**src/rtl/gb3_pkg.sv**
```systemverilog
// Shared types and constants of the 3x3 binomial blur block.
package gb3_pkg;

  // Largest supported row length and the column address width it implies
  localparam int MAX_WIDTH = 2048;
  localparam int COL_W     = $clog2(MAX_WIDTH);

  // Register and field widths
  localparam int FW_W  = 12;
  localparam int FH_W  = 16;
  localparam int ROW_W = FH_W + 1;
  localparam int PIX_W = 8;
  localparam int CFG_W = 16;

  // Reset values of the frame geometry
  localparam logic [FW_W-1:0] FRAME_WIDTH_RST  = FW_W'(640);
  localparam logic [FH_W-1:0] FRAME_HEIGHT_RST = FH_W'(480);

  // Configuration register indexes
  typedef enum logic [0:0] {
    CFG_FRAME_WIDTH  = 1'b0,
    CFG_FRAME_HEIGHT = 1'b1
  } cfg_index_t;

  // Control of one item handed from the front end to the window stage
  typedef struct packed {
    logic [COL_W-1:0] addr;       // column of the line stores
    logic             use_pix;    // take the arriving pixel, else the middle line
    logic [PIX_W-1:0] pixel;
    logic             emit_a;     // last column of the row two back
    logic             emit_b;     // regular result for the previous column
    logic             do_line;    // update line stores and window
    logic             restart;    // frame done, clear window and result position
    logic             top_mid;    // first row below top: replicate top row
    logic             wide;       // row longer than one pixel
    logic             left_old;   // left column exists in the window
  } gb3_item_t;

  // Write port of the line stores
  typedef struct packed {
    logic             en;
    logic [COL_W-1:0] addr;
    logic [PIX_W-1:0] above;
    logic [PIX_W-1:0] mid;
  } gb3_wr_t;

  // One result item
  typedef struct packed {
    logic             frame_end;
    logic             row_end;
    logic [PIX_W-1:0] pixel;
  } gb3_result_t;

endpackage

```
**src/rtl/gb3_out_queue.sv**
```systemverilog
// Two-entry output queue that decouples the result stream from the pipeline.
module gb3_out_queue (
  input  logic                 clk,
  input  logic                 rst,
  input  logic                 push,
  input  gb3_pkg::gb3_result_t push_data,
  output logic                 full,
  output logic                 out_valid,
  input  logic                 out_ready,
  output gb3_pkg::gb3_result_t out_data
);

  gb3_pkg::gb3_result_t entries [2];
  logic                 wr_ptr;
  logic                 rd_ptr;
  logic [1:0]           count;
  logic                 pop;

  assign full      = count == 2'd2;
  assign out_valid = count != 2'd0;
  assign out_data  = entries[rd_ptr];
  assign pop       = out_valid && out_ready;

  // Store pushed items
  always_ff @(posedge clk) begin
    if (push) begin
      entries[wr_ptr] <= push_data;
    end
  end

  // Advance pointers and occupancy
  always_ff @(posedge clk) begin
    if (rst) begin
      wr_ptr <= 1'b0;
      rd_ptr <= 1'b0;
      count  <= 2'd0;
    end else begin
      if (push) begin
        wr_ptr <= !wr_ptr;
      end
      if (pop) begin
        rd_ptr <= !rd_ptr;
      end
      case ({push, pop})
        2'b10:   count <= count + 2'd1;
        2'b01:   count <= count - 2'd1;
        default: count <= count;
      endcase
    end
  end

`ifndef SYNTH
  a_no_push_full: assert property (@(posedge clk) disable iff (rst)
    push |-> !full || pop)
    else $error("item pushed into a full output queue");

  a_count_range: assert property (@(posedge clk) disable iff (rst)
    count != 2'd3)
    else $error("output queue occupancy out of range");

  a_pop_drains: assert property (@(posedge clk) disable iff (rst)
    (pop && !push) |=> count == $past(count) - 2'd1)
    else $error("output queue lost track of a popped item");
`endif

endmodule

```
**config.mk**
```make
export PLATFORM = sky130hd
export DESIGN_NAME = gb3_out_queue
export DESIGN_NICKNAME = d
export VERILOG_FILES = /design/src/rtl/gb3_pkg.sv /design/src/rtl/gb3_out_queue.sv
export SDC_FILE = /design/constraint.sdc
export NUM_CORES = 1
export LEC_CHECK = 0
export ABC_AREA = 1
export BUFFER_PORTS_ARGS = -buffer_cell sky130_fd_sc_hd__buf_2
export CAP_MARGIN = 5
export CORE_MARGIN = 2
export CORE_UTILIZATION = 33
export DETAILED_ROUTE_END_ITERATION = 8
export PLACE_DENSITY = 0.6
export SYNTH_ARGS = -nofsm -noshare
export SYNTH_HDL_FRONTEND = slang
export SYNTH_SLANG_ARGS = --single-unit
```
**constraint.sdc**
```tcl
create_clock -name clk -period 1.4 [get_ports clk]
set_input_delay 0 -clock clk [delete_from_list [all_inputs] [get_ports clk]]
set_output_delay 0 -clock clk [all_outputs]
set_load 0.02 [all_outputs]
```
# ---- Word-level counts from Yosys, hierarchy flattened
# Memories as Yosys holds them, arrays and structs flattened. A register that Yosys moved wholly into a read port is not among the register bits.
# Index checks and enable logic that the tools add are counted.
dict set report word_totals {
  rom_bits 0
  elab_cells 19
  latch_bits 0
  mem_bits_rw 20
  n_memories 1
  out_inout_bits 12
  ff_bits 4
}
# name depth width rd rd_ports_with_merged_regs write_ports line_no
set mem_list {}
lappend mem_list {entries 2 10 1 1 1 gb3_out_queue.sv:13} ;# gb3_pkg::gb3_result_t entries [2];
dict set report op_classes {
  n_addsub 2
  mux 5
  reduce_logical 5
  multipliers 0
  eq_ne 3
  div_mod_pow 0
  bitwise 0
  n_shift 0
  magnitude_cmp 0
}
# cell n
set op_table {}
lappend op_table {{2-bit == test, second input constant} 2}
lappend op_table {{1-bit 2-to-1 mux} 4}
lappend op_table {{2-bit case mux with 2 select lines} 1}
lappend op_table {{2-bit nonzero test} 2}
lappend op_table {{2-bit by 1-bit adder with 2-bit output, second input constant} 1}
lappend op_table {{2-bit by 1-bit == test with 1-bit output, second input constant} 1}
lappend op_table {{1-bit zero test} 2}
lappend op_table {{2-bit by 1-bit subtractor with 2-bit output, second input constant} 1}
lappend op_table {{1-bit logical AND} 1}

# ---- Logic depth before layout (Yosys ltp)
dict set report depth {
  word_depth 4
  mapped_depth 10
  mapped_depth_nobuf 10
}

# ---- Least setup slack after synthesis
# Ideal clock, no wire load.
dict set report synth_timing {
  path_kind {flip-flop to flip-flop}
  start {reg count[0]}
  end {reg count[1]}
  path_buffers 0
  setup_time_ns 0.064
  t_arrival_ns 1.204
  t_required_ns 1.336
  stages_incl_launch_ff 11
  slack_ns 0.132
  synth_period_minus_slack_ns 1.268
  cell_sequence {dfxtp_1 -> inv_2 -> nand2_4 -> nand2_4 -> clkinv_4 -> ha_1 -> inv_1 -> nand2_1 -> nor2_1 -> nor2_1 -> nor2_1}
}
dict set report synth_via {
  elab_chain_len 4
  word_cells_on_any_way 8
}
# item line_no
set synth_lines {}
lappend synth_lines {{from (decl)} gb3_out_queue.sv:16} ;# logic [1:0] count;
lappend synth_lines {{from (signal assigned)} gb3_out_queue.sv:45} ;# 2'b10: count <= count + 2'd1;
lappend synth_lines {{from (signal assigned)} gb3_out_queue.sv:46} ;# 2'b01: count <= count - 2'd1;
lappend synth_lines {{from (signal assigned)} gb3_out_queue.sv:47} ;# default: count <= count;
lappend synth_lines {{2-bit nonzero test (*)} gb3_out_queue.sv:20} ;# assign out_valid = count != 2'd0;
lappend synth_lines {{net out_valid} gb3_out_queue.sv:8} ;# output logic out_valid,
lappend synth_lines {{1-bit logical AND (*)} gb3_out_queue.sv:22} ;# assign pop = out_valid && out_ready;
lappend synth_lines {{net pop} gb3_out_queue.sv:17} ;# logic pop;
lappend synth_lines {{2-bit by 1-bit == test with 1-bit output / 2-bit == test (equally long branches)} gb3_out_queue.sv:44} ;# case ({push, pop})
lappend synth_lines {{2-bit case mux with 2 select lines / 2-bit nonzero test (equally long branches)} --}
# The timed path passes the listed nets; every way through them passes the cells marked *.
# A chain may end at the register's enable or synchronous reset.

# ---- Worst setup path after layout
dict set report layout_timing {
  start {reg count[0]}
  end {reg count[1]}
}
dict set report layout_via {
  elab_chain_len 4
  word_cells_on_any_way 8
}
# item line_no
set layout_lines {}
lappend layout_lines {{2-bit nonzero test (*)} gb3_out_queue.sv:20}
lappend layout_lines {{1-bit logical AND (*)} gb3_out_queue.sv:22}
lappend layout_lines {{net pop} gb3_out_queue.sv:17}
lappend layout_lines {{2-bit by 1-bit == test with 1-bit output / 2-bit == test (equally long branches)} gb3_out_queue.sv:44}
lappend layout_lines {{2-bit case mux with 2 select lines / 2-bit nonzero test (equally long branches)} --}
# Marks and branches as above.

==> flow_summary.toml <==
[status]
outcome = "finished, violations left"
violations = "design-rule violations"

[worst_hold_path]
worstHoldStart = "out_ready"
hp-class = "in2reg"

[pwr]
leakage_nw = 0.5436
p_int_mw = 1.121
powerDensity_nw_per_um2 = 1164
power_frac_seq = 0.588
ir_drop_mv = 0.4291
p_comb_frac = 0.215
sw_frac_of_total = 0.2664
clkPwrFrac = 0.197
p_sw_mw = 0.4071

[worst_setup_path]
crit_chain = "inv_4 > nand2_4 > nand2_4 > clkinv_4 > ha_1 > inv_2 > nand2_1 > nor2_1 > nor2_1 > nor2_1"
cp_common_cell = "nor2_1"
critPathCapture = "count[1]$_SDFFE_PP0P_"
arrival_ns = 1.58
cp_slowest_cell = "dfxtp_4"
crit_start = "count[0]$_SDFFE_PP0P_"
path_class = "reg2reg"
ff2ff_path_depth = 10
regToRegStartpoint = "count[0]$_SDFFE_PP0P_"
crit_required_ns = 1.64
crit_family = "simple AND/OR/NAND/NOR gates"
cpPeakStageDelay_ns = 0.38
r2r_slack_ns = 0.06
r2r_end = "count[1]$_SDFFE_PP0P_"
path_max_fanout = 4
cp.buffers_inverters = 3
path_depth = 10
start_kind = "flip-flop"
cp-end-kind = "flip-flop"

[route]
drc = 2
top_layer = "met3"
met2_length_um = 778
route.met3.wl_um = 99
wl_per_cell_um = 11.40
totalWireLength_um = 1608
via_count = 626
drt-met1-wl_um = 730
dr.pass1.iters = 6
drtIter0Drc = 19
routed_via_density = 4.440
antenna_left = 0

[timing]
worst_slew_pin_slew_ns = 0.4453
fin_skew_ns = 0.001477
slew_violations = 0
hold_violations = 0
period_share = 0.9539
rsz0062_at_grt = "false"
finalSetupViolCount = 0
period_minus_slack_ns = 1.335
setup_ws_ns = 0.06460
fin_tns_setup_ns = 0
maxSlewHeadroom = 0.7028
fmax_mhz = 748.8

[synth]
synth.most_common_cell = "edfxtp_1"
synth-main-ff-cell = "edfxtp_1"
synth_warnings = 0
yosys-top-cells-area = "edfxtp_1 61%, dfxtp_1 10%, mux2_2 6.8%"
synth_nets = 83
seq_area_frac_synth = 0.7098
synth-seq-cells = 25
synth_edf_count = 20
synth_commonest_cells = "20 x edfxtp_1, 9 x nor2_1, 7 x inv_1"
async_flop_share = 0
avgSynthCellArea_um2 = 14.52
netlist_instances = 68
yosysTopAreaCell = "edfxtp_1"
syn-cell-area_um2 = 987.2
synthDistinctLibCells = 18
synth_top_cell_area_share = 0.6084

[clocking]
cts_tree = "yes"
cts_buffers = 3
clk_pin_slew_worst_paths_ns = 0.12
cts_sinks = 25
cts_buffer_depth = 2
clk_latency_ns = 0.30
cts-root-buf = "clkbuf_4"
cts-htree-levels = 1

[die]
core_area_um2 = 2805
die_w_um = 58.70
start_util = 0.3519
die_area_um2 = 3445
ios = 26
dieHeight_um = 58.70
rows = 19

[layout]
layout.nets = 126
synthToLayoutAreaGrowth_pct = 32.95
fin_util = 0.4679
layout-drive-gt1-share = 0.4273
final_cells = 141
antenna_cells = 0

[grt]
grt_max_degree = 14
grt_overflow = 0
grt_antenna_before_repair = 0
track_usage = 0.1027
grt_pass1_vias = 618
grt_pass1_wl_um = 2608

[place]
gp_routability_congestion = 0.6351
dp_slack_ns = 0.04462
portBuffers = 25
dp_hpwl_um = 1112
dp.cells = 124

[run]
drv_cap = 0
==> cell usage in the layout, fill, tap and decap left out, types with 2 or more instances in the layout <==
master / instances
dlygate4sd3_1: 12
buf_2: 25
inv_2: 2
dfxtp_4: 2
nor2_1: 9
buf_4: 2
clkbuf_4: 3
inv_1: 5
edfxtp_1: 20
nand2_4: 2
mux2_1: 4
mux2_2: 6
nand2_1: 5
dfxtp_1: 2
==> layout make-up <==
class                   count  area, um^2
repair buffers             39       260.3
flip-flops and latches     25       709.4
multi-input cells          33       236.5
well taps                  31       38.79
clock buffers               4       26.28
fillers                   262        1493
inverters                   9       41.29
==> worst min path at each step <==
stage	end	slack, ns	cells after the start
after global routing	flip-flop	0.04	4
final	flip-flop	0.03	5
after detailed placement	wr_ptr$_SDFFE_PP0P_	0.19	2
after global placement	wr_ptr$_SDFFE_PP0P_	0.19	2
after floorplan	wr_ptr$_SDFFE_PP0P_	0.08	1
after CTS	flip-flop	0.02	5
==> metal layers <==
metal,global-route usage,vias up
met5,0,-
met1,0.1239,287
met3,0.02418,0
li1,-,316
met2,0.1734,23
met4,0.04870,0
==> worst reg2reg max path, stage by stage (launching register included) <==
cell and delay, ns:
dfxtp_4 0.38, inv_4 0.07, nand2_4 0.05, nand2_4 0.07
clkinv_4 0.05, ha_1 0.30, inv_2 0.07, nand2_1 0.06
nor2_1 0.09, nor2_1 0.05, nor2_1 0.09
==> sequential cells by signal (all words and copies together), names as in the netlist, named ones only <==
register	cells
rd_ptr	1
entries	20
wr_ptr	1
count	2
==> through the flow <==
stage               area (um^2)  hold WS, ns  power, mW
finish                     1313      0.03485      1.528
global route               1313      0.04089      1.623
CTS                        1295      0.02402      1.536
detailed placement         1147       0.1867      1.206
global placement           1147       0.1855      1.196
floorplan                 987.2      0.07931      1.115
==> cell families (layout without fill, tap and decap cells) <==
kind of cell    after synthesis  in the layout  synth area share
fa+ha+maj                     1              1           0.01267
buf+inv                      10             52           0.05070
compound gates                3              3           0.01900
simple gates                 19             19           0.09379
flops                        25             25            0.7098
mux                          10             10            0.1141
==> what timing repair did <==
action                     in CTS  in global routing
hold buffers                   12                  0
setup endpoints to repair      10                  3
hold endpoints to repair       25                  0
resized for setup               1                  7
setup buffers                   0                  1
==> power by group through the flow <==
| stage | clock network, mW | registers, mW | logic, mW |
|---|---|---|---|
| CTS | 0.318 | 0.895 | 0.322 |
| floorplan | 0 | 0.890 | 0.225 |
| global placement | 0 | 0.907 | 0.289 |
| detailed placement | 0 | 0.910 | 0.295 |
| global route | 0.354 | 0.907 | 0.362 |
| finish | 0.300 | 0.899 | 0.329 |
(Power assumes the default switching activity.)
