--- src/rtl/gb3_pkg.sv ---
// Shared types and constants of the 3x3 binomial blur block.
package gb3_pkg;

  // Largest supported row length and the column address width it implies
  localparam int MAX_WIDTH = 2048;
  localparam int COL_W     = $clog2(MAX_WIDTH);

  // Register and field widths
  localparam int FW_W  = 12;
  localparam int FH_W  = 16;
  localparam int ROW_W = FH_W + 1;
  localparam int PIX_W = 8;
  localparam int CFG_W = 16;

  // Reset values of the frame geometry
  localparam logic [FW_W-1:0] FRAME_WIDTH_RST  = FW_W'(640);
  localparam logic [FH_W-1:0] FRAME_HEIGHT_RST = FH_W'(480);

  // Configuration register indexes
  typedef enum logic [0:0] {
    CFG_FRAME_WIDTH  = 1'b0,
    CFG_FRAME_HEIGHT = 1'b1
  } cfg_index_t;

  // Control of one item handed from the front end to the window stage
  typedef struct packed {
    logic [COL_W-1:0] addr;       // column of the line stores
    logic             use_pix;    // take the arriving pixel, else the middle line
    logic [PIX_W-1:0] pixel;
    logic             emit_a;     // last column of the row two back
    logic             emit_b;     // regular result for the previous column
    logic             do_line;    // update line stores and window
    logic             restart;    // frame done, clear window and result position
    logic             top_mid;    // first row below top: replicate top row
    logic             wide;       // row longer than one pixel
    logic             left_old;   // left column exists in the window
  } gb3_item_t;

  // Write port of the line stores
  typedef struct packed {
    logic             en;
    logic [COL_W-1:0] addr;
    logic [PIX_W-1:0] above;
    logic [PIX_W-1:0] mid;
  } gb3_wr_t;

  // One result item
  typedef struct packed {
    logic             frame_end;
    logic             row_end;
    logic [PIX_W-1:0] pixel;
  } gb3_result_t;

endpackage

--- src/rtl/gb3_front.sv ---
// Input side: position counters, item classification and line store read.
module gb3_front (
  input  logic                      clk,
  input  logic                      rst,
  input  logic                      restart,
  input  logic [gb3_pkg::FW_W-1:0]  width,
  input  logic [gb3_pkg::FH_W-1:0]  height,
  input  logic                      in_valid,
  output logic                      in_ready,
  input  logic                      action,
  input  logic [gb3_pkg::PIX_W-1:0] pixel,
  input  logic                      go,
  output logic                      rd_en,
  output logic [gb3_pkg::COL_W-1:0] rd_addr,
  output logic                      s1_valid,
  output gb3_pkg::gb3_item_t        s1
);

  logic [gb3_pkg::COL_W-1:0] col;
  logic [gb3_pkg::ROW_W-1:0] row;
  logic [gb3_pkg::COL_W-1:0] col_next;
  logic [gb3_pkg::ROW_W-1:0] row_next;
  logic [gb3_pkg::FW_W-1:0]  col_plus;
  logic [gb3_pkg::ROW_W-1:0] h_ext;
  logic                      pix_row;
  logic                      last_row;
  logic                      active;
  gb3_pkg::gb3_item_t        item;

  assign in_ready = !s1_valid || go;
  assign h_ext    = {1'b0, height};
  assign pix_row  = row < h_ext;
  assign last_row = row == (h_ext + gb3_pkg::ROW_W'(1));
  // Drop pixels past the frame and drains inside it
  assign active   = in_valid && in_ready && (pix_row ? !action : action);
  assign col_plus = {1'b0, col} + gb3_pkg::FW_W'(1);

  // Classify the item
  always_comb begin
    item.addr     = col;
    item.use_pix  = pix_row;
    item.pixel    = pixel;
    item.emit_a   = (col == '0) && (row >= gb3_pkg::ROW_W'(2));
    item.emit_b   = !last_row && (col != '0) && (row != '0);
    item.do_line  = !last_row;
    item.restart  = last_row;
    item.top_mid  = row == gb3_pkg::ROW_W'(1);
    item.wide     = width >= gb3_pkg::FW_W'(2);
    item.left_old = col >= gb3_pkg::COL_W'(2);
  end

  // Advance the raster position
  always_comb begin
    col_next = col;
    row_next = row;
    if (active) begin
      if (last_row) begin
        col_next = '0;
        row_next = '0;
      end else if (col_plus == width) begin
        col_next = '0;
        row_next = row + gb3_pkg::ROW_W'(1);
      end else begin
        col_next = col_plus[gb3_pkg::COL_W-1:0];
      end
    end
  end

  always_ff @(posedge clk) begin
    if (rst || restart) begin
      col      <= '0;
      row      <= '0;
      s1_valid <= 1'b0;
    end else begin
      col <= col_next;
      row <= row_next;
      if (active) begin
        s1_valid <= 1'b1;
      end else if (go) begin
        s1_valid <= 1'b0;
      end
    end
  end

  // Hold the item while the window stage stalls
  always_ff @(posedge clk) begin
    if (active) begin
      s1 <= item;
    end
  end

  assign rd_en   = active;
  assign rd_addr = col;

endmodule

--- config.mk ---
export PLATFORM = sky130hd
export DESIGN_NAME = gb3_front
export DESIGN_NICKNAME = d
export VERILOG_FILES = /design/src/rtl/gb3_pkg.sv /design/src/rtl/gb3_front.sv
export SDC_FILE = /design/constraint.sdc
export NUM_CORES = 1
export LEC_CHECK = 0
export BUFFER_PORTS_ARGS = -buffer_cell sky130_fd_sc_hd__clkbuf_2
export CAP_MARGIN = 25
export CORE_ASPECT_RATIO = 1.2
export CORE_MARGIN = 2
export CORE_UTILIZATION = 57
export CTS_BUF_LIST = sky130_fd_sc_hd__clkbuf_4
export DETAILED_ROUTE_END_ITERATION = 10
export GPL_TIMING_DRIVEN = 1
export HOLD_SLACK_MARGIN = 0.08
export PLACE_DENSITY = 0.82
export REMOVE_ABC_BUFFERS = 1
export SLEW_MARGIN = 10
export SYNTH_ARGS = -nofsm -noshare
export SYNTH_HDL_FRONTEND = slang
export SYNTH_SLANG_ARGS = --single-unit
--- constraint.sdc ---
create_clock -name clk -period 8.3 [get_ports clk]
set_input_delay 0.415 -clock clk [delete_from_list [all_inputs] [get_ports clk]]
set_output_delay 0.415 -clock clk [all_outputs]
set_load 0.03 [all_outputs]
After elaboration in Yosys (flattened, before gate mapping):

Index checks and enable logic that the tools add are counted.

* word-level logic and storage cells: 46
* register bits after elaboration: 56

* order comparisons: 4
* add/sub/neg operators: 3
* equal/unequal tests: 3
* multiplexer cells: 7
* reduce and logical (&&, ||, !) cells: 16

Operators with widths (count)
* 2-to-1 mux 17 bit: 2
* 2-to-1 mux 11 bit: 2
* adder 16 x 1 -> 17 bit (second input constant): 1
* adder 17 x 1 -> 17 bit (second input constant): 1
* == test 17 x 1 -> 1 bit (second input constant): 1
* == test 17 bit: 1
* greater-or-equal comparator 17 x 2 -> 1 bit (second input constant): 1
* < comparator 17 x 16 -> 1 bit: 1
* nonzero test 17 bit: 1
* adder 11 x 1 -> 12 bit (second input constant): 1
* == test 12 bit: 1
* greater-or-equal comparator 12 x 2 -> 1 bit (second input constant): 1
* greater-or-equal comparator 11 x 2 -> 1 bit (second input constant): 1
* zero test 11 bit: 1
* nonzero test 11 bit: 1
* logical AND 1 bit: 5
* nonzero test 2 bit: 2
* zero test 1 bit: 3
* 2-to-1 mux 1 bit: 3
* logical OR 1 bit: 2
* AND reduction 2 bit: 1

Longest topological paths before layout:

* depth after elaboration: 5
* depth in mapped cells: 13

Least setup slack after synthesis:

Ideal clock, no wire load.

* path kind: in2reg
* start point: input height[14] in the netlist's numbering
* end point: register row[2] in the netlist's numbering
* stages on the path: 12
* required time: 8173 ps
* slack: 4855 ps
* arrival time: 3318 ps
* cell sequence: inv_1 -> ha_1 -> a21o_1 -> a211o_1 -> nor4b_1 -> a221o_1 -> nor3_1 -> inv_2 -> clkbuf_1 -> nand2_1 -> o211ai_1 -> o21ai_1

* longest elaborated chain between the ends: 4

Ends and longest elaborated chain
* start: declaration: line gb3_front.sv:7 `input logic [gb3_pkg::FH_W-1:0] height,`
* < comparator 17 x 16 -> 1 bit: line gb3_front.sv:32 `assign pix_row = row < h_ext;`
* 2-to-1 mux 1 bit: line gb3_front.sv:35 `assign active = in_valid && in_ready && (pix_row ? !action : action);`
* logical AND 1 bit: line gb3_front.sv:35
* net rd_en: line gb3_front.sv:13 `output logic rd_en,`
* AND reduction 2 bit (no line)
* end signal: assignment: line gb3_front.sv:76 `row <= row_next;`
* end: declaration: line gb3_front.sv:20 `logic [gb3_pkg::ROW_W-1:0] row;`

The timed path passes the listed nets, and every way through them passes these cells.
A chain may end at the register's enable or synchronous reset.

Worst setup path after layout:

* start point: register row[14] in the netlist's numbering
* end point: output rd_en

* longest elaborated chain between the ends: 3

Ends and longest elaborated chain (line)
* < comparator 17 x 16 -> 1 bit: gb3_front.sv:32
* 2-to-1 mux 1 bit: gb3_front.sv:35
* logical AND 1 bit: gb3_front.sv:35
* end: declaration: gb3_front.sv:13

Every way passes these cells.

==> flow_summary.json <==
{
  "antenna_found_initial": 0,
  "cap_violations": 0,
  "clk_pin_slew_ns": 0.16,
  "r2r_slack_ns": 4.54,
  "viasPerCell": 6.45,
  "max_slew_margin_pct": 43.2,
  "first_iter_violations": 351,
  "netlist-cell-type-count": 61,
  "cp_top_family": "buffers and inverters",
  "wl_per_cell_um": 16.4,
  "finalHoldViolCount": 0,
  "worst-path-buf-inv": 3,
  "clock_sinks": 56,
  "crit_path_top_delay_cell": "inv_2",
  "nets": 591,
  "grt_max_degree": 45,
  "final_common_cell": "clkbuf_2",
  "finalSetupViolCount": 0,
  "finalMaxSlewViolations": 0,
  "cp_max_fo": 44,
  "htreeDepth": 2,
  "period_share_pct": 46.6,
  "synth-seq-cells": 56,
  "postPlaceCellArea_sq_um": 4440,
  "async_flop_share_pct": 0,
  "fp-row-count": 33,
  "r2r_end": "row[6]",
  "place_congestion": 0.908,
  "routed_wirelength_mm": 10.1,
  "fmax_ghz": 0.258,
  "intPower_mw": 0.361,
  "fp.dieW_um": 81.6,
  "grt_pass1_vias": 3511,
  "netlist_area_sq_um": 4120,
  "track_usage_pct": 25.4,
  "r2r_start": "row[14]",
  "design_area_sq_um": 4510,
  "p_sw_mw": 0.150,
  "ir_drop_mv": 0.0697,
  "fin_tns_setup_ns": 0,
  "end_kind": "output port",
  "dpl.hpwl_mm": 7.54,
  "crit_type": "flip-flop to output port",
  "portBuffers": 82,
  "clkLatencyLatePin_ns": 0.38,
  "p_comb_share_pct": 17.5,
  "period_needed_ns": 3.87,
  "postSynthCellCount": 475,
  "tightest_slew_ns": 0.846,
  "seqPwrFrac_pct": 59.0,
  "drc": 0,
  "min-delay-start": "pixel[7]",
  "min_path_cells": 1,
  "antenna_cells": 0,
  "status": "finished clean",
  "rsz0062_at_grt": "no",
  "cp_data_required_time_ns": 7.89,
  "coreArea_sq_um": 6940,
  "start_kind": "flip-flop",
  "p_clk_share_pct": 23.5,
  "crit_cells": 9,
  "clockBufferDepth": 2,
  "yosysWarnings": 0,
  "avgSynthCellArea_sq_um": 8.68,
  "ios": 83,
  "drtPass1Iterations": 5,
  "ctsResizeCount": 0,
  "swShare_pct": 29.3,
  "hold_buffers": 0,
  "p_leak_nw": 1.84,
  "num_vias": 3951,
  "start_util_pct": 59.5,
  "syn_to_final_growth_pct": 9.31,
  "synth_ff_type": "dfxtp_1",
  "dieArea_sq_um": 7930,
  "hold_end": "s1[14]",
  "cts-buffers-inserted": 5,
  "fp.dieH_um": 97.2,
  "synth_edf_count": 27,
  "cts_root_buffer": "clkbuf_4",
  "ant_nets": 0,
  "grt_overflow": 0,
  "cts_tree": "done",
  "crit_chain": "ha_1 -> a21o_1 -> a211o_1 -> nor4_1 -> and3_1 -> nor3_2 -> buf_4 -> inv_2 -> clkbuf_2",
  "fillers": 612,
  "hp-class": "primary input to flip-flop",
  "postCtsSetupBuffers": 0,
  "drive_gt1_share_pct": 19.2,
  "reg2reg_depth": 12,
  "grt_pass1_wl_mm": 16.4,
  "layout_common_cells": "clkbuf_2, nand3_1, dfxtp_1",
  "arrival_ns": 3.45,
  "max_stage_delay_ns": 0.63,
  "p_per_area_nw_per_um2": 113,
  "skew_ns": 0.00836,
  "synth_seq_area_share_pct": 33.7
}
[sequential cells by signal, indices dropped and copies added, names as in the netlist]
register,count
rd_addr,11
row,17
s1,27
s1_valid,1
[final cells by class]
| class | instances | area [sq um] | share of cell area [%] |
|---|---|---|---|
| Sequential cell | 56 | 1390 | 30.9 |
| Inverter | 24 | 90.1 | 2.00 |
| Clock buffer | 5 | 37.5 | 0.833 |
| Timing Repair Buffer | 86 | 445 | 9.88 |
| Multi-Input combinational cell | 352 | 2410 | 53.5 |
| Tap cell | 87 | 109 | 2.41 |
| Clock inverter | 3 | 23.8 | 0.527 |
[metal layers]
layer	wire, um	vias up	part of all wire [%]	track usage, %
met5	0	-	0	0
met4	307	0	3.0	9.23
met3	687	29	6.8	2.97
met2	4990	180	49	43.2
met1	4090	1837	41	32.5
li1	-	1905	-	-
[cell families after synthesis]
family          after synthesis  share of synthesized area [%]
simple gates                197                           26.9
xor+xnor                     30                           6.37
fa+ha+maj                    24                           7.28
compound gates               98                           17.0
buf+inv                      67                           7.92
flops                        56                           33.7
mux                           3                          0.758
[power by group through the flow]
| stage | clock network, mW | logic, mW | registers [mW] |
|---|---|---|---|
| after floorplan | 0 | 0.0368 | 0.324 |
| after global placement | 0 | 0.0863 | 0.307 |
| after detailed placement | 0 | 0.0887 | 0.308 |
| after CTS | 0.121 | 0.0889 | 0.301 |
| after global routing | 0.132 | 0.0973 | 0.303 |
| final | 0.120 | 0.0891 | 0.301 |
[worst max-delay path by stage]
stage	startpoint	end	slack, ns
after detailed placement	height[3]	row[6]	4.28
after floorplan	height[14]	row[10]	3.83
after global placement	height[3]	row[6]	4.41
final	row[14]	rd_en	4.43
after global routing	row[0]	rd_en	4.16
after CTS	row[0]	row[6]	4.35
[through the flow]
step | setup slack, ns | util [%] | power [mW] | hold slack, ns | instances
finish | 4.43 | 65.0 | 0.510 | 0.203 | 613
CTS | 4.35 | 64.9 | 0.512 | 0.197 | 612
global route | 4.16 | 65.0 | 0.532 | 0.179 | 613
floorplan | 3.83 | - | 0.361 | 0.497 | 432
detailed placement | 4.28 | 64.0 | 0.396 | 0.523 | 604
global placement | 4.41 | 63.8 | 0.394 | 0.533 | 603
[synthesized netlist by cell type, drive strengths merged, types with 9 or more instances]
master	n	area [sq um]
nor2	20	75.1
buf	21	153
or3	10	67.6
nand4	26	163
inv	24	90.1
and3	23	144
o31ai	10	75.1
and4	9	78.8
nand3	32	160
o211ai	10	75.1
a21oi	12	60.1
o21ai	21	105
xnor2	18	158
nor3	13	70.1
ha	24	300
edfxtp	27	811
xor2	12	105
nand2	26	97.6
nor4	16	100
clkbuf	22	83.8
dfxtp	29	581
Note: power is estimated with default switching activity, not from simulation.
