[src/rtl/gb3_pkg.sv]
// Shared types and constants of the 3x3 binomial blur block.
package gb3_pkg;

  // Largest supported row length and the column address width it implies
  localparam int MAX_WIDTH = 2048;
  localparam int COL_W     = $clog2(MAX_WIDTH);

  // Register and field widths
  localparam int FW_W  = 12;
  localparam int FH_W  = 16;
  localparam int ROW_W = FH_W + 1;
  localparam int PIX_W = 8;
  localparam int CFG_W = 16;

  // Reset values of the frame geometry
  localparam logic [FW_W-1:0] FRAME_WIDTH_RST  = FW_W'(640);
  localparam logic [FH_W-1:0] FRAME_HEIGHT_RST = FH_W'(480);

  // Configuration register indexes
  typedef enum logic [0:0] {
    CFG_FRAME_WIDTH  = 1'b0,
    CFG_FRAME_HEIGHT = 1'b1
  } cfg_index_t;

  // Control of one item handed from the front end to the window stage
  typedef struct packed {
    logic [COL_W-1:0] addr;       // column of the line stores
    logic             use_pix;    // take the arriving pixel, else the middle line
    logic [PIX_W-1:0] pixel;
    logic             emit_a;     // last column of the row two back
    logic             emit_b;     // regular result for the previous column
    logic             do_line;    // update line stores and window
    logic             restart;    // frame done, clear window and result position
    logic             top_mid;    // first row below top: replicate top row
    logic             wide;       // row longer than one pixel
    logic             left_old;   // left column exists in the window
  } gb3_item_t;

  // Write port of the line stores
  typedef struct packed {
    logic             en;
    logic [COL_W-1:0] addr;
    logic [PIX_W-1:0] above;
    logic [PIX_W-1:0] mid;
  } gb3_wr_t;

  // One result item
  typedef struct packed {
    logic             frame_end;
    logic             row_end;
    logic [PIX_W-1:0] pixel;
  } gb3_result_t;

endpackage

[src/rtl/gb3_window.sv]
// Window stage: column assembly, line write back, 3x3 sum and result position.
module gb3_window (
  input  logic                      clk,
  input  logic                      rst,
  input  logic                      restart,
  input  logic [gb3_pkg::FW_W-1:0]  width,
  input  logic [gb3_pkg::FH_W-1:0]  height,
  input  logic                      go,
  input  gb3_pkg::gb3_item_t        s1,
  input  logic [gb3_pkg::PIX_W-1:0] above,
  input  logic [gb3_pkg::PIX_W-1:0] mid,
  output gb3_pkg::gb3_wr_t          wr,
  output logic                      push,
  output gb3_pkg::gb3_result_t      result
);

  logic [gb3_pkg::PIX_W-1:0] older [3];
  logic [gb3_pkg::PIX_W-1:0] newer [3];
  logic [gb3_pkg::PIX_W-1:0] cur   [3];
  logic [gb3_pkg::PIX_W-1:0] lft   [3];
  logic [gb3_pkg::PIX_W-1:0] rgt   [3];
  logic [9:0]                row_sum [3];
  logic [12:0]               total;
  logic [gb3_pkg::PIX_W-1:0] val;
  logic [gb3_pkg::COL_W-1:0] out_col;
  logic [gb3_pkg::FH_W-1:0]  out_row;
  logic                      rend;
  logic                      fend;

  // Build the current column, clamped at the top
  assign val    = s1.use_pix ? s1.pixel : mid;
  assign cur[0] = s1.top_mid ? mid : above;
  assign cur[1] = mid;
  assign cur[2] = val;

  // Pick left and right columns, replicating at the row ends
  always_comb begin
    for (int i = 0; i < 3; i++) begin
      if (s1.emit_a) begin
        lft[i] = s1.wide ? older[i] : newer[i];
        rgt[i] = newer[i];
      end else begin
        lft[i] = s1.left_old ? older[i] : newer[i];
        rgt[i] = cur[i];
      end
      row_sum[i] = 10'(lft[i]) + {1'b0, newer[i], 1'b0} + 10'(rgt[i]);
    end
    total = 13'(row_sum[0]) + {2'b0, row_sum[1], 1'b0} + 13'(row_sum[2]) + 13'd8;
  end

  assign rend = {1'b0, out_col} == (width - gb3_pkg::FW_W'(1));
  assign fend = rend && (out_row == (height - gb3_pkg::FH_W'(1)));

  assign push             = go && (s1.emit_a || s1.emit_b);
  assign result.pixel     = total[11:4];
  assign result.row_end   = rend;
  assign result.frame_end = fend;

  // Write back the shifted column
  assign wr.en    = go && s1.do_line;
  assign wr.addr  = s1.addr;
  assign wr.above = mid;
  assign wr.mid   = val;

  // Slide the window
  always_ff @(posedge clk) begin
    if (rst || restart || (go && s1.restart)) begin
      for (int i = 0; i < 3; i++) begin
        older[i] <= '0;
        newer[i] <= '0;
      end
    end else if (go && s1.do_line) begin
      for (int i = 0; i < 3; i++) begin
        older[i] <= newer[i];
        newer[i] <= cur[i];
      end
    end
  end

  // Track the raster position of the next result
  always_ff @(posedge clk) begin
    if (rst || restart || (go && s1.restart)) begin
      out_col <= '0;
      out_row <= '0;
    end else if (push) begin
      if (rend) begin
        out_col <= '0;
        out_row <= out_row + gb3_pkg::FH_W'(1);
      end else begin
        out_col <= out_col + gb3_pkg::COL_W'(1);
      end
    end
  end

endmodule

[config.mk]
export PLATFORM = sky130hd
export DESIGN_NAME = gb3_window
export DESIGN_NICKNAME = d
export VERILOG_FILES = /design/src/rtl/gb3_pkg.sv /design/src/rtl/gb3_window.sv
export SDC_FILE = /design/constraint.sdc
export NUM_CORES = 1
export LEC_CHECK = 0
export BUFFER_PORTS_ARGS = -buffer_cell sky130_fd_sc_hd__buf_2
export CORE_MARGIN = 10
export CORE_UTILIZATION = 58
export CTS_CLUSTER_DIAMETER = 100
export DETAILED_ROUTE_END_ITERATION = 6
export GPL_TIMING_DRIVEN = 1
export PLACE_DENSITY = 0.92
export SLEW_MARGIN = 10
export SYNTH_ARGS = -nofsm -noshare
export SYNTH_HDL_FRONTEND = slang
export SYNTH_SLANG_ARGS = --single-unit
[constraint.sdc]
create_clock -name clk -period 11.15 [get_ports clk]
set_input_delay 1.6725 -clock clk [delete_from_list [all_inputs] [get_ports clk]]
set_output_delay 1.6725 -clock clk [all_outputs]
set_load 0.02 [all_outputs]
Word-level counts from Yosys, hierarchy flattened --
Memory sizes are Yosys's and may differ from the RTL's. Index checks and enable logic that the tools add are counted.
Cells by class: $add $sub $neg 13, multipliers 0, divide/modulo/power cells 0, order comparisons 0, equality and inequality tests 2, shift-type cells 0, multiplexer cells 26, bitwise gates (word level) 6, reduce and logical (&&, ||, !) cells 8
Operators with widths (number):
- 8-bit 2-to-1 mux | 20
- 10-bit by 8-bit adder with 10-bit output | 3
- 8-bit by 9-bit adder with 10-bit output | 3
- 16-bit by 1-bit adder with 16-bit output (second input constant) | 1
- 16-bit equality test | 1
- 16-bit by 1-bit subtractor with 16-bit output (second input constant) | 1
- 10-bit by 11-bit adder with 12-bit output | 1
- 12-bit by 10-bit adder with 12-bit output | 1
- 12-bit by 4-bit adder with 12-bit output (second input constant) | 1
- 11-bit by 12-bit equality test with 1-bit output | 1
- 12-bit by 1-bit subtractor with 12-bit output (second input constant) | 1
- 11-bit by 1-bit adder with 11-bit output (second input constant) | 1
- 11-bit 2-to-1 mux | 1
- 1-bit bitwise OR | 6
- 1-bit 2-to-1 mux | 5
- 1-bit logical AND | 4
- 1-bit logical OR | 3
- 2-bit AND reduction | 1
Word-level totals: register bits after elaboration 27, bits in latches 0, bits in writable memories 48, memory bits (read-only) 0, word-level logic and storage cells 59, memories 2
Memory list:
- newer | depth 3, bits a word 8, rd ports 3, clocked after memory_dff 0, wr ports 3, RTL line gb3_window.sv:18 | logic [gb3_pkg::PIX_W-1:0] newer [3];
- older | depth 3, bits a word 8, rd ports 3, clocked after memory_dff 0, wr ports 3, RTL line gb3_window.sv:17 | logic [gb3_pkg::PIX_W-1:0] older [3];

Logic depth before layout (Yosys ltp) --
Gate-level depths: netlist (run 1).
depth after elaboration 7, depth in mapped cells 28, gate-level depth less buffers 27

Worst setup path after synthesis (run 1) --
No wires, ideal clock.
kind input to output, start in s1[6] in the netlist's numbering, end out result[7] in the netlist's numbering, arrival 7.916 ns, setup slack 1.562 ns, stages 23, buffers on the path 1, cell sequence mux2i_1 > clkbuf_1 > mux2i_1 > fa_1 > inv_1 > ha_1 > inv_1 > fa_1 > inv_1 > fa_1 > fa_1 > inv_1 > fa_1 > fa_1 > or3b_2 > fa_1 > inv_1 > a21oi_1 > o21bai_1 > a21o_1 > a21oi_1 > o21ai_0 > xor2_1
RTL lines:
- start: declaration | RTL line gb3_window.sv:9 | input gb3_pkg::gb3_item_t s1,
- end: declaration | RTL line gb3_window.sv:14 | output gb3_pkg::gb3_result_t result

==> impl_results.md, run 1 <==
* Post-CTS Resized at 0
* Commonest non-fill, non-tap cell in the layout: inv_1
* # IOs at 114
* Routed wire length at 15,730 um
* CP Capture Type: primary output
* Vias in the first global route at ~5,600
* Maximum VDD drop at approximately 0.00035 V
* Nets at 910
* Reg clk slew, reported paths at 0.06 ns
* Cell area after synthesis at about 6800 um^2
* Largest net degree at the start of global routing at 49
* Largest area contributor in the netlist: edfxtp_1
* RSZ-0062 raised after global routing: false
* Via count at about 5,300
* Grt peak-use layer: met2
* Placer Congestion at between 0.8 and 0.9
* Port Buffers at a little over 90
* Power Density at between 200 and 250 nW/um^2
* Status: complete, no violations
* CP startpoint kind: primary input
* EDFF count, synth at 48
* Hold Crit Class: register to register
* GR Util met2 at roughly 33%
* Worst setup path category: primary input to primary output
* Skew final at ~0.0057 ns
* TritonCTS clock tree: done
* Vias per cell at approximately 5.8
* Worst slew pin tran at 1.135 ns
* Die Width at 128.1 um
* Yosys top cell area share at between 20% and 30%
* Avg Inst Size Synth at slightly below 10 um^2
* Distinct cells, synth at 56
* Final Hold Viols at 0
* Starting density of the core at approximately three fifths
* Min Tclk post-route at 9.678 ns
* Worst EP required at around 9.5 ns
* H-tree Lvls at 3
* # setup viols final at 0
* Residual DRC count at 0
* YS warnings at 0
* CP max FO at 8
* Relative slew slack at around 24%
* Num rows at 39
* Max Slew Vio Count at 0
* CTS buffer count at 9
* DP HPWL at around 12,000 um
* Clock root buffer master: clkbuf_16
* Routed Antenna Nets at 0
* Predominant post-synthesis flop cell: edfxtp_1
* Congestion Overflow GR at 0
* First-pass GRT wire length at around 26,000 um
* Post-synth net total at 853
* Insertion delay to the later sink of the worst-skew pair at 0.34 ns
* WHS Path Cells at 2
* Setup TNS at 0 ns
* GR Util met1 at 21.77%
* GRT Total Usage at a little under a fifth
* Most frequent cells in the layout: 96 x inv_1, 91 x buf_2, 48 x edfxtp_1, 47 x mux2_2, 46 x fa_1
* Core Region at 11,420 um^2
* Cells taking the most area after synthesis: edfxtp_1 21%, fa_1 14%, dfxtp_1 8.0%
* Met3 GRT Util at ~5.8%
* Worst Path Arrival at between 8 and 9 ns
* Share of cells above drive strength 1 at ~23%
* CTS max path bufs at 2
* Die Y at ~130 um
* Die area at approximately 16,000 um^2
* Async S/R FF share, synth at 0%
* Area growth, synth to finish at 10.59%
* Drt first pass iters at 5
* Clk sinks at 75
* Seq/Total Area, Yosys at ~30%
* Initial antenna violation count at 1
* Fmax at approximately 100 MHz
* Initial DRC Count at between 300 and 400
* Max Cap Violations at 0
* Final Cycle Share at 86.80%
* Finished Core Util at 65.67%
* Post CTS Setup Buffer Count at 0
* Synthesized netlist cell count at between 700 and 800
* CTS Hold Buffers Added at 0
* Pleak at 3.314 nW
* Worst R2R Path Depth at 7
* #FFs+latches synth at 75
* # fillers at 889
* Routed WL per cell at 17.34 um
[flip-flops by register name, indices dropped and copies added (netlist names)]
register  flops
out_row      16
out_col      11
older        24
newer        24
[through the flow]
stage               total power, mW  instance area, um^2  hold slack, ns  setup WS, ns  std cells
floorplan                    0.9849                 6780          0.4635         1.562        701
global placement              1.200                 7158          0.4762         1.745        890
detailed placement            1.237                 7158          0.4933         1.541        890
CTS                           1.563                 7496          0.5006         1.492        906
global route                  1.676                 7496          0.5383         1.000        906
finish                        1.541                 7498          0.5001         1.472        907
[worst max-delay path: stages]
cell and delay [ns]:
buf_2 0.12, mux2i_4 0.43, mux2i_1 0.30, fa_1 0.44, inv_1 0.07, ha_1 0.18
inv_1 0.06, fa_1 0.40, nor2b_1 0.17, o21ai_0 0.13, a21boi_0 0.26, nor2_1 0.11
fa_1 0.49, inv_1 0.05, fa_1 0.48, inv_1 0.05, fa_1 0.52, inv_1 0.06
fa_1 0.54, inv_1 0.04, ha_1 0.32, inv_1 0.09, o21bai_1 0.10, a21o_1 0.19
a21oi_1 0.25, o21ai_0 0.17, xor2_1 0.16, buf_2 0.17
[cell families after synthesis]
kind of cell | after synthesis | synth area share [%]
xor+xnor | 44 | 5.684
flops | 75 | 29.23
simple gates | 190 | 15.39
mux | 67 | 10.76
fa+ha+maj | 77 | 19.30
compound gates | 103 | 9.873
buf+inv | 145 | 9.762
[per-layer routing]
metal,vias up,part of all wire (%)
met1,2564,39
met2,172,51
met5,-,0
li1,2506,-
met3,30,7.2
met4,0,2.1
[where the power goes]
group / total, mW / internal, mW / leakage (nW) / switching (mW)
sequential: 0.312 / 0.305 / 0.772 / 0.00722
combinational: 0.903 / 0.358 / 2.38 / 0.545
clock: 0.325 / 0.213 / 0.162 / 0.112
[Yosys cell counts, drive strengths merged, types with 19 or more instances]
cell type / n
xnor2: 25
nor2: 40
and2: 38
fa: 46
xor2: 19
nand3: 20
dfxtp: 27
buf: 33
mux2: 47
ha: 31
inv: 96
nand2: 28
a21oi: 37
mux2i: 20
edfxtp: 48
[cell type report]
cell class / count / area, um^2 / area share, %
Multi-Input combinational cell: 481 / 4151 / 55.36
Timing Repair Buffer: 95 / 485.5 / 6.474
Inverter: 96 / 360.3 / 4.806
Clock inverter: 4 / 71.32 / 0.9511
Antenna cell: 1 / 2.502 / 0.03337
Clock buffer: 12 / 266.5 / 3.554
Tap cell: 143 / 178.9 / 2.386
Sequential cell: 75 / 1982 / 26.43
[path summary, 6_finish.rpt]
| check | from | endpoint | slack (ns) |
|---|---|---|---|
| max | s1[6] | result[7] | 1.47 |
| min | out_col[1] | out_col[1] | 0.50 |
| max reg2reg | out_col[3] | out_row[5] | 8.06 |
| min reg2reg | out_col[1] | out_col[1] | 0.50 |
Power figures use the tool's default switching activity.
==> run 2: changes to the inputs <==
--- a/config.mk
+++ b/config.mk
@@ -7,11 +7,12 @@
 export LEC_CHECK = 0
 export BUFFER_PORTS_ARGS = -buffer_cell sky130_fd_sc_hd__buf_2
 export CORE_MARGIN = 10
-export CORE_UTILIZATION = 58
+export CORE_UTILIZATION = 45
 export CTS_CLUSTER_DIAMETER = 100
 export DETAILED_ROUTE_END_ITERATION = 6
 export GPL_TIMING_DRIVEN = 1
-export PLACE_DENSITY = 0.92
+export HOLD_SLACK_MARGIN = 0.08
+export PLACE_DENSITY = 0.76
 export SLEW_MARGIN = 10
 export SYNTH_ARGS = -nofsm -noshare
 export SYNTH_HDL_FRONTEND = slang
==> constraint.sdc (replaced) <==
create_clock -name clk -period 11.15 [get_ports clk]
set_input_delay 1.6725 -clock clk [delete_from_list [all_inputs] [get_ports clk]]
set_output_delay 1.6725 -clock clk [all_outputs]
set_load 0.1 [all_outputs]
==> impl_results.md, run 2 (synthesis results as in run 1) <==
* Status: complete, no violations
* Routed WL per cell at 15.48 um
* Initial DRC Count at roughly 220
* Share of cells above drive strength 1 at approximately 22%
* RSZ-0062 raised after global routing: false
* Worst slack at placement at ~1.3 ns
* Most frequent cells in the layout: 96 x inv_1, 91 x buf_2, 48 x edfxtp_1, 47 x mux2_2, 46 x fa_1
* WL met3 at approximately 970 um
* Crit path max-delay cell type: fa_1
* Drt first pass iters at 4
* Port Buffers at slightly above 90
* Metal-1 WL at a little over 6000 um
* First-pass GRT wire length at 24,290 um
* CP max FO at 6
* Max Cap Violations at 0
* CTS max path bufs at 2
* WL met2 at between 7000 and 8000 um
* Core Region at 14,640 um^2
* Cell mode on critical path: inv_1
* Clock root buffer master: clkbuf_16
* Fmax at 102.1 MHz
* Post-CTS Resized at 0
* Max Slew Vio Count at 0
* Hold Crit Class: register to register
* Final Hold Viols at 0
* H-tree Lvls at 3
* Vias per cell at between 5 and 6
* Routed Antenna Nets at 0
* Commonest non-fill, non-tap cell in the layout: inv_1
* Vias in the first global route at between 5,000 and 6,000
* Relative slew slack at ~23%
* CP Capture Type: primary output
* Post CTS Setup Buffer Count at 0
* CP Buf/Inv Count at 9
* Delay-heaviest family, CP: adder cells
* Insertion delay to the later sink of the worst-skew pair at around 0.34 ns
* Initial antenna violation count at 0
* CTS Hold Buffers Added at 0
* CTS buffer count at 9
* Min Tclk post-route at ~9.8 ns
* TritonCTS clock tree: done
* # IOs at 114
* DP HPWL at approximately 12,000 um
* CP startpoint kind: primary input
* Skew final at between 0.003 and 0.004 ns
* Starting density of the core at between 40 and 50%
* Clk sinks at between 70 and 80
* Worst setup slack after layout at 1.352 ns
* Die area at between 20,000 and 25,000 um^2
* Worst Path Arrival at between 8 and 9 ns
* Num rows at 44
* Setup TNS at 0 ns
* Reg clk slew, reported paths at 0.06 ns
* Area growth, synth to finish at 10.39%
* Congestion Overflow GR at 0
* Finished Core Util at between 50 and 60%
* Die Y at 142.8 um
* Final Cycle Share at 87.88%
* # diodes at 0
* # setup viols final at 0
* Worst slew pin tran at around 1.2 ns
* Worst setup path category: primary input to primary output
* Via count at ~5,000
* Worst EP required at between 9 and 10 ns
* Biggest regs: newer: 24 flops, older: 24 flops, out_row: 16 flops
* Nets at 910
* Die Width at about 140 um
* Largest net degree at the start of global routing at 49
* Slowest stage delay, CP at ~0.52 ns
* Placer Congestion at about 0.87
* Residual DRC count at 0
* Top sig layer: met4
* Routed wire length at approximately 15,000 um
* GRT Total Usage at between 10 and 15%
-- run 2: path summary, 6_finish.rpt --
check / start / to / slack, ns / cells after the start
worst min register to register: out_row[15] / out_row[15] / 0.50 / 2
worst max register to register: out_col[3] / out_row[14] / 8.09 / 7
worst min-delay path: out_row[15] / out_row[15] / 0.50 / 2
worst max-delay path: s1[6] / result[7] / 1.35 / 28
-- run 2: layout make-up --
class	instances	area, um^2
fillers	1371	7159
multi-input cells	481	4151
flip-flops and latches	75	1982
repair buffers	95	485.5
inverters	96	360.3
clock buffers	14	264.0
well taps	184	230.2
clock inverters	2	11.26
-- run 2: worst min-delay path, stage by stage (launching register included) --
cell and delay (ns):
dfxtp_1 0.33, o31ai_1 0.07, a21oi_1 0.05
-- run 2: through the flow --
| stage | std cells | hold slack (ns) | area (um^2) |
|---|---|---|---|
| final | 947 | 0.5045 | 7485 |
| after global routing | 947 | 0.5402 | 7485 |
| after CTS | 947 | 0.5068 | 7485 |
| after detailed placement | 931 | 0.4947 | 7209 |
| after global placement | 931 | 0.4893 | 7209 |
| after floorplan | 701 | 0.4635 | 6780 |
-- run 2: routing by layer --
metal,GRT usage (%),vias to the layer above
met4,3.474,0
li1,-,2503
met3,4.179,16
met1,17.85,2437
met5,0,-
met2,24.70,122
Power of run 2 is left out: the tool's default activity adds up to more than one toggle a clock period on the data nets, which glitch-free logic cannot reach.
==> run 3: changes to the inputs <==
==> constraint.sdc (replaced) <==
create_clock -name clk -period 11.15 [get_ports clk]
set_input_delay 2.23 -clock clk [delete_from_list [all_inputs] [get_ports clk]]
set_output_delay 2.23 -clock clk [all_outputs]
set_load 0.1 [all_outputs]
==> impl_results.md, run 3 (synthesis results as in run 1) <==
* Dpl cell area at roughly 7400 um^2
* Most frequent cells in the layout: 96 x inv_1, 83 x buf_2, 48 x edfxtp_1, 47 x mux2_2, 46 x fa_1
* Commonest non-fill, non-tap cell in the layout: inv_1
* Hold Crit Class: register to register
* # IOs at between 100 and 150
* Worst setup path category: primary input to primary output
* Nets at around 910
* Final Cycle Share at between 90% and 100%
* Via count at slightly above 5,000
* Worst R2R Path Depth at 7
* Port Buffers at 91
* # diodes at 0
* Design area at 7662 um^2
* Skew final at approximately 0.010 ns
* CP startpoint kind: primary input
* Hold slack at 0.5063 ns
* Clock root buffer master: clkbuf_16
* Biggest regs: newer: 24 flops, older: 24 flops, out_row: 16 flops
* Core Region at between 10,000 and 15,000 um^2
* WHS Path Cells at 2
* Status: complete, no violations
* Residual DRC count at 0
* CP Capture Type: primary output
* CTS max path bufs at 2
* Reg clk slew, reported paths at about 0.07 ns
* Routed Antenna Nets at 0
* Num rows at between 40 and 50
* GRT Total Usage at roughly 15%
* Insertion delay to the later sink of the worst-skew pair at around 0.34 ns
* Fmax at approximately 93 MHz
* Final Hold Viols at 0
* Area used by multi-input combinational logic at 4184 um^2
* Post-CTS Resized at 0
* Congestion Overflow GR at 0
* Max Slew Vio Count at 0
* FF-to-FF End: out_row[13]
* RSZ-0062 raised after global routing: false
* Initial DRC Count at between 200 and 250
* Die Y at 142.8 um
* Placed cell count at approximately 930
* H-tree Lvls at 3
* First-pass GRT wire length at around 24,000 um
* Area growth, synth to finish at 13.01%
* R2r startpoint: out_col[3]
* Min Tclk post-route at roughly 11 ns
* CTS Hold Buffers Added at 0
* Worst slew pin tran at ~1.2 ns
* # fillers at 1,305
* Post CTS Setup Buffer Count at 0
* Routed wire length at roughly 15,000 um
* # setup viols final at 0
* Initial antenna violation count at 0
* Share of cells above drive strength 1 at approximately a quarter
* Vias per cell at 5.304
* CP max FO at 11
* Worst Path Arrival at about 8.5 ns
* Hold path endpoint: out_col[2]
* Die Width at between 100 and 150 um
* Clk sinks at 75
* Vias in the first global route at a little over 5,000
* Cell Count, Final, Fillers Out at ~950
* Placer Congestion at between 0.7 and 0.8
* Relative slew slack at roughly 22%
* Max Cap Violations at 0
* Largest net degree at the start of global routing at between 40 and 50
* Worst EP required at ~9 ns
* TritonCTS clock tree: done
* Routed WL per cell at 15.61 um
* DP HPWL at approximately 11,000 um
* Drt first pass iters at 4
* Die area at between 20,000 and 25,000 um^2
* CTS buffer count at 9
* Hold path startpoint: out_col[2]
* R2R Setup Slk at between 8 and 9 ns
* Starting density of the core at 46.30%
* Register area at 1982 um^2
[run 3: changes by cell type in the layout (fill, tap and decap cells not counted), sizes merged]
cell    delta
inv        +2
buf        +1
clkbuf     -4
clkinv     +2
[run 3: final cells by class]
type / count / area share, %
multi-input cells: 481 / 54.60
repair buffers: 96 / 8.099
inverters: 96 / 4.703
clock inverters: 6 / 0.6042
well taps: 184 / 3.005
clock buffers: 10 / 3.119
flip-flops and latches: 75 / 25.87
[run 3: metal layers]
metal | part of all wire (%) | wire length (um) | global-route usage [%] | vias to the layer above
met5 | 0 | 0 | 0 | -
li1 | - | - | - | 2500
met2 | 48 | 7161 | 25.00 | 128
met3 | 6.5 | 967 | 3.980 | 10
met1 | 44 | 6560 | 18.45 | 2390
met4 | 0.75 | 111 | 3.203 | 0
[run 3: through the flow]
stage,util (%),setup TNS (ns),setup WS (ns)
6_report,52.32,0,0.4228
5_1_grt,52.32,0,0.006859
4_1_cts,52.27,0,0.3292
3_5_place_dp,50.32,0,0.3324
3_3_place_gp,50.32,0,0.4652
2_1_floorplan,-,-0.5318,-0.2136
[run 3: how the worst max path moves through the flow]
| stage | start | end | cells past startpoint |
|---|---|---|---|
| 2_1_floorplan | s1[6] | result[3] | 20 |
| 3_3_place_gp | s1[6] | result[7] | 24 |
| 3_5_place_dp | s1[6] | result[7] | 28 |
| 4_1_cts | s1[6] | result[7] | 28 |
| 5_1_grt | s1[6] | result[7] | 26 |
| 6_report | s1[6] | result[7] | 25 |
[run 3: worst max-delay path: stages]
cell	delay (ns)
buf_2	0.14
mux2i_4	0.27
buf_4	0.25
mux2i_1	0.26
fa_1	0.49
inv_1	0.08
ha_1	0.22
a21o_1	0.17
a21oi_1	0.22
o21ai_0	0.11
a21oi_1	0.23
xor2_1	0.22
fa_1	0.46
fa_1	0.49
inv_1	0.05
fa_1	0.53
inv_1	0.06
fa_1	0.54
inv_1	0.04
ha_1	0.35
a21o_1	0.18
a21oi_1	0.29
o21ai_0	0.22
xor2_2	0.21
buf_12	0.19
Power of run 3 is left out for the same reason.
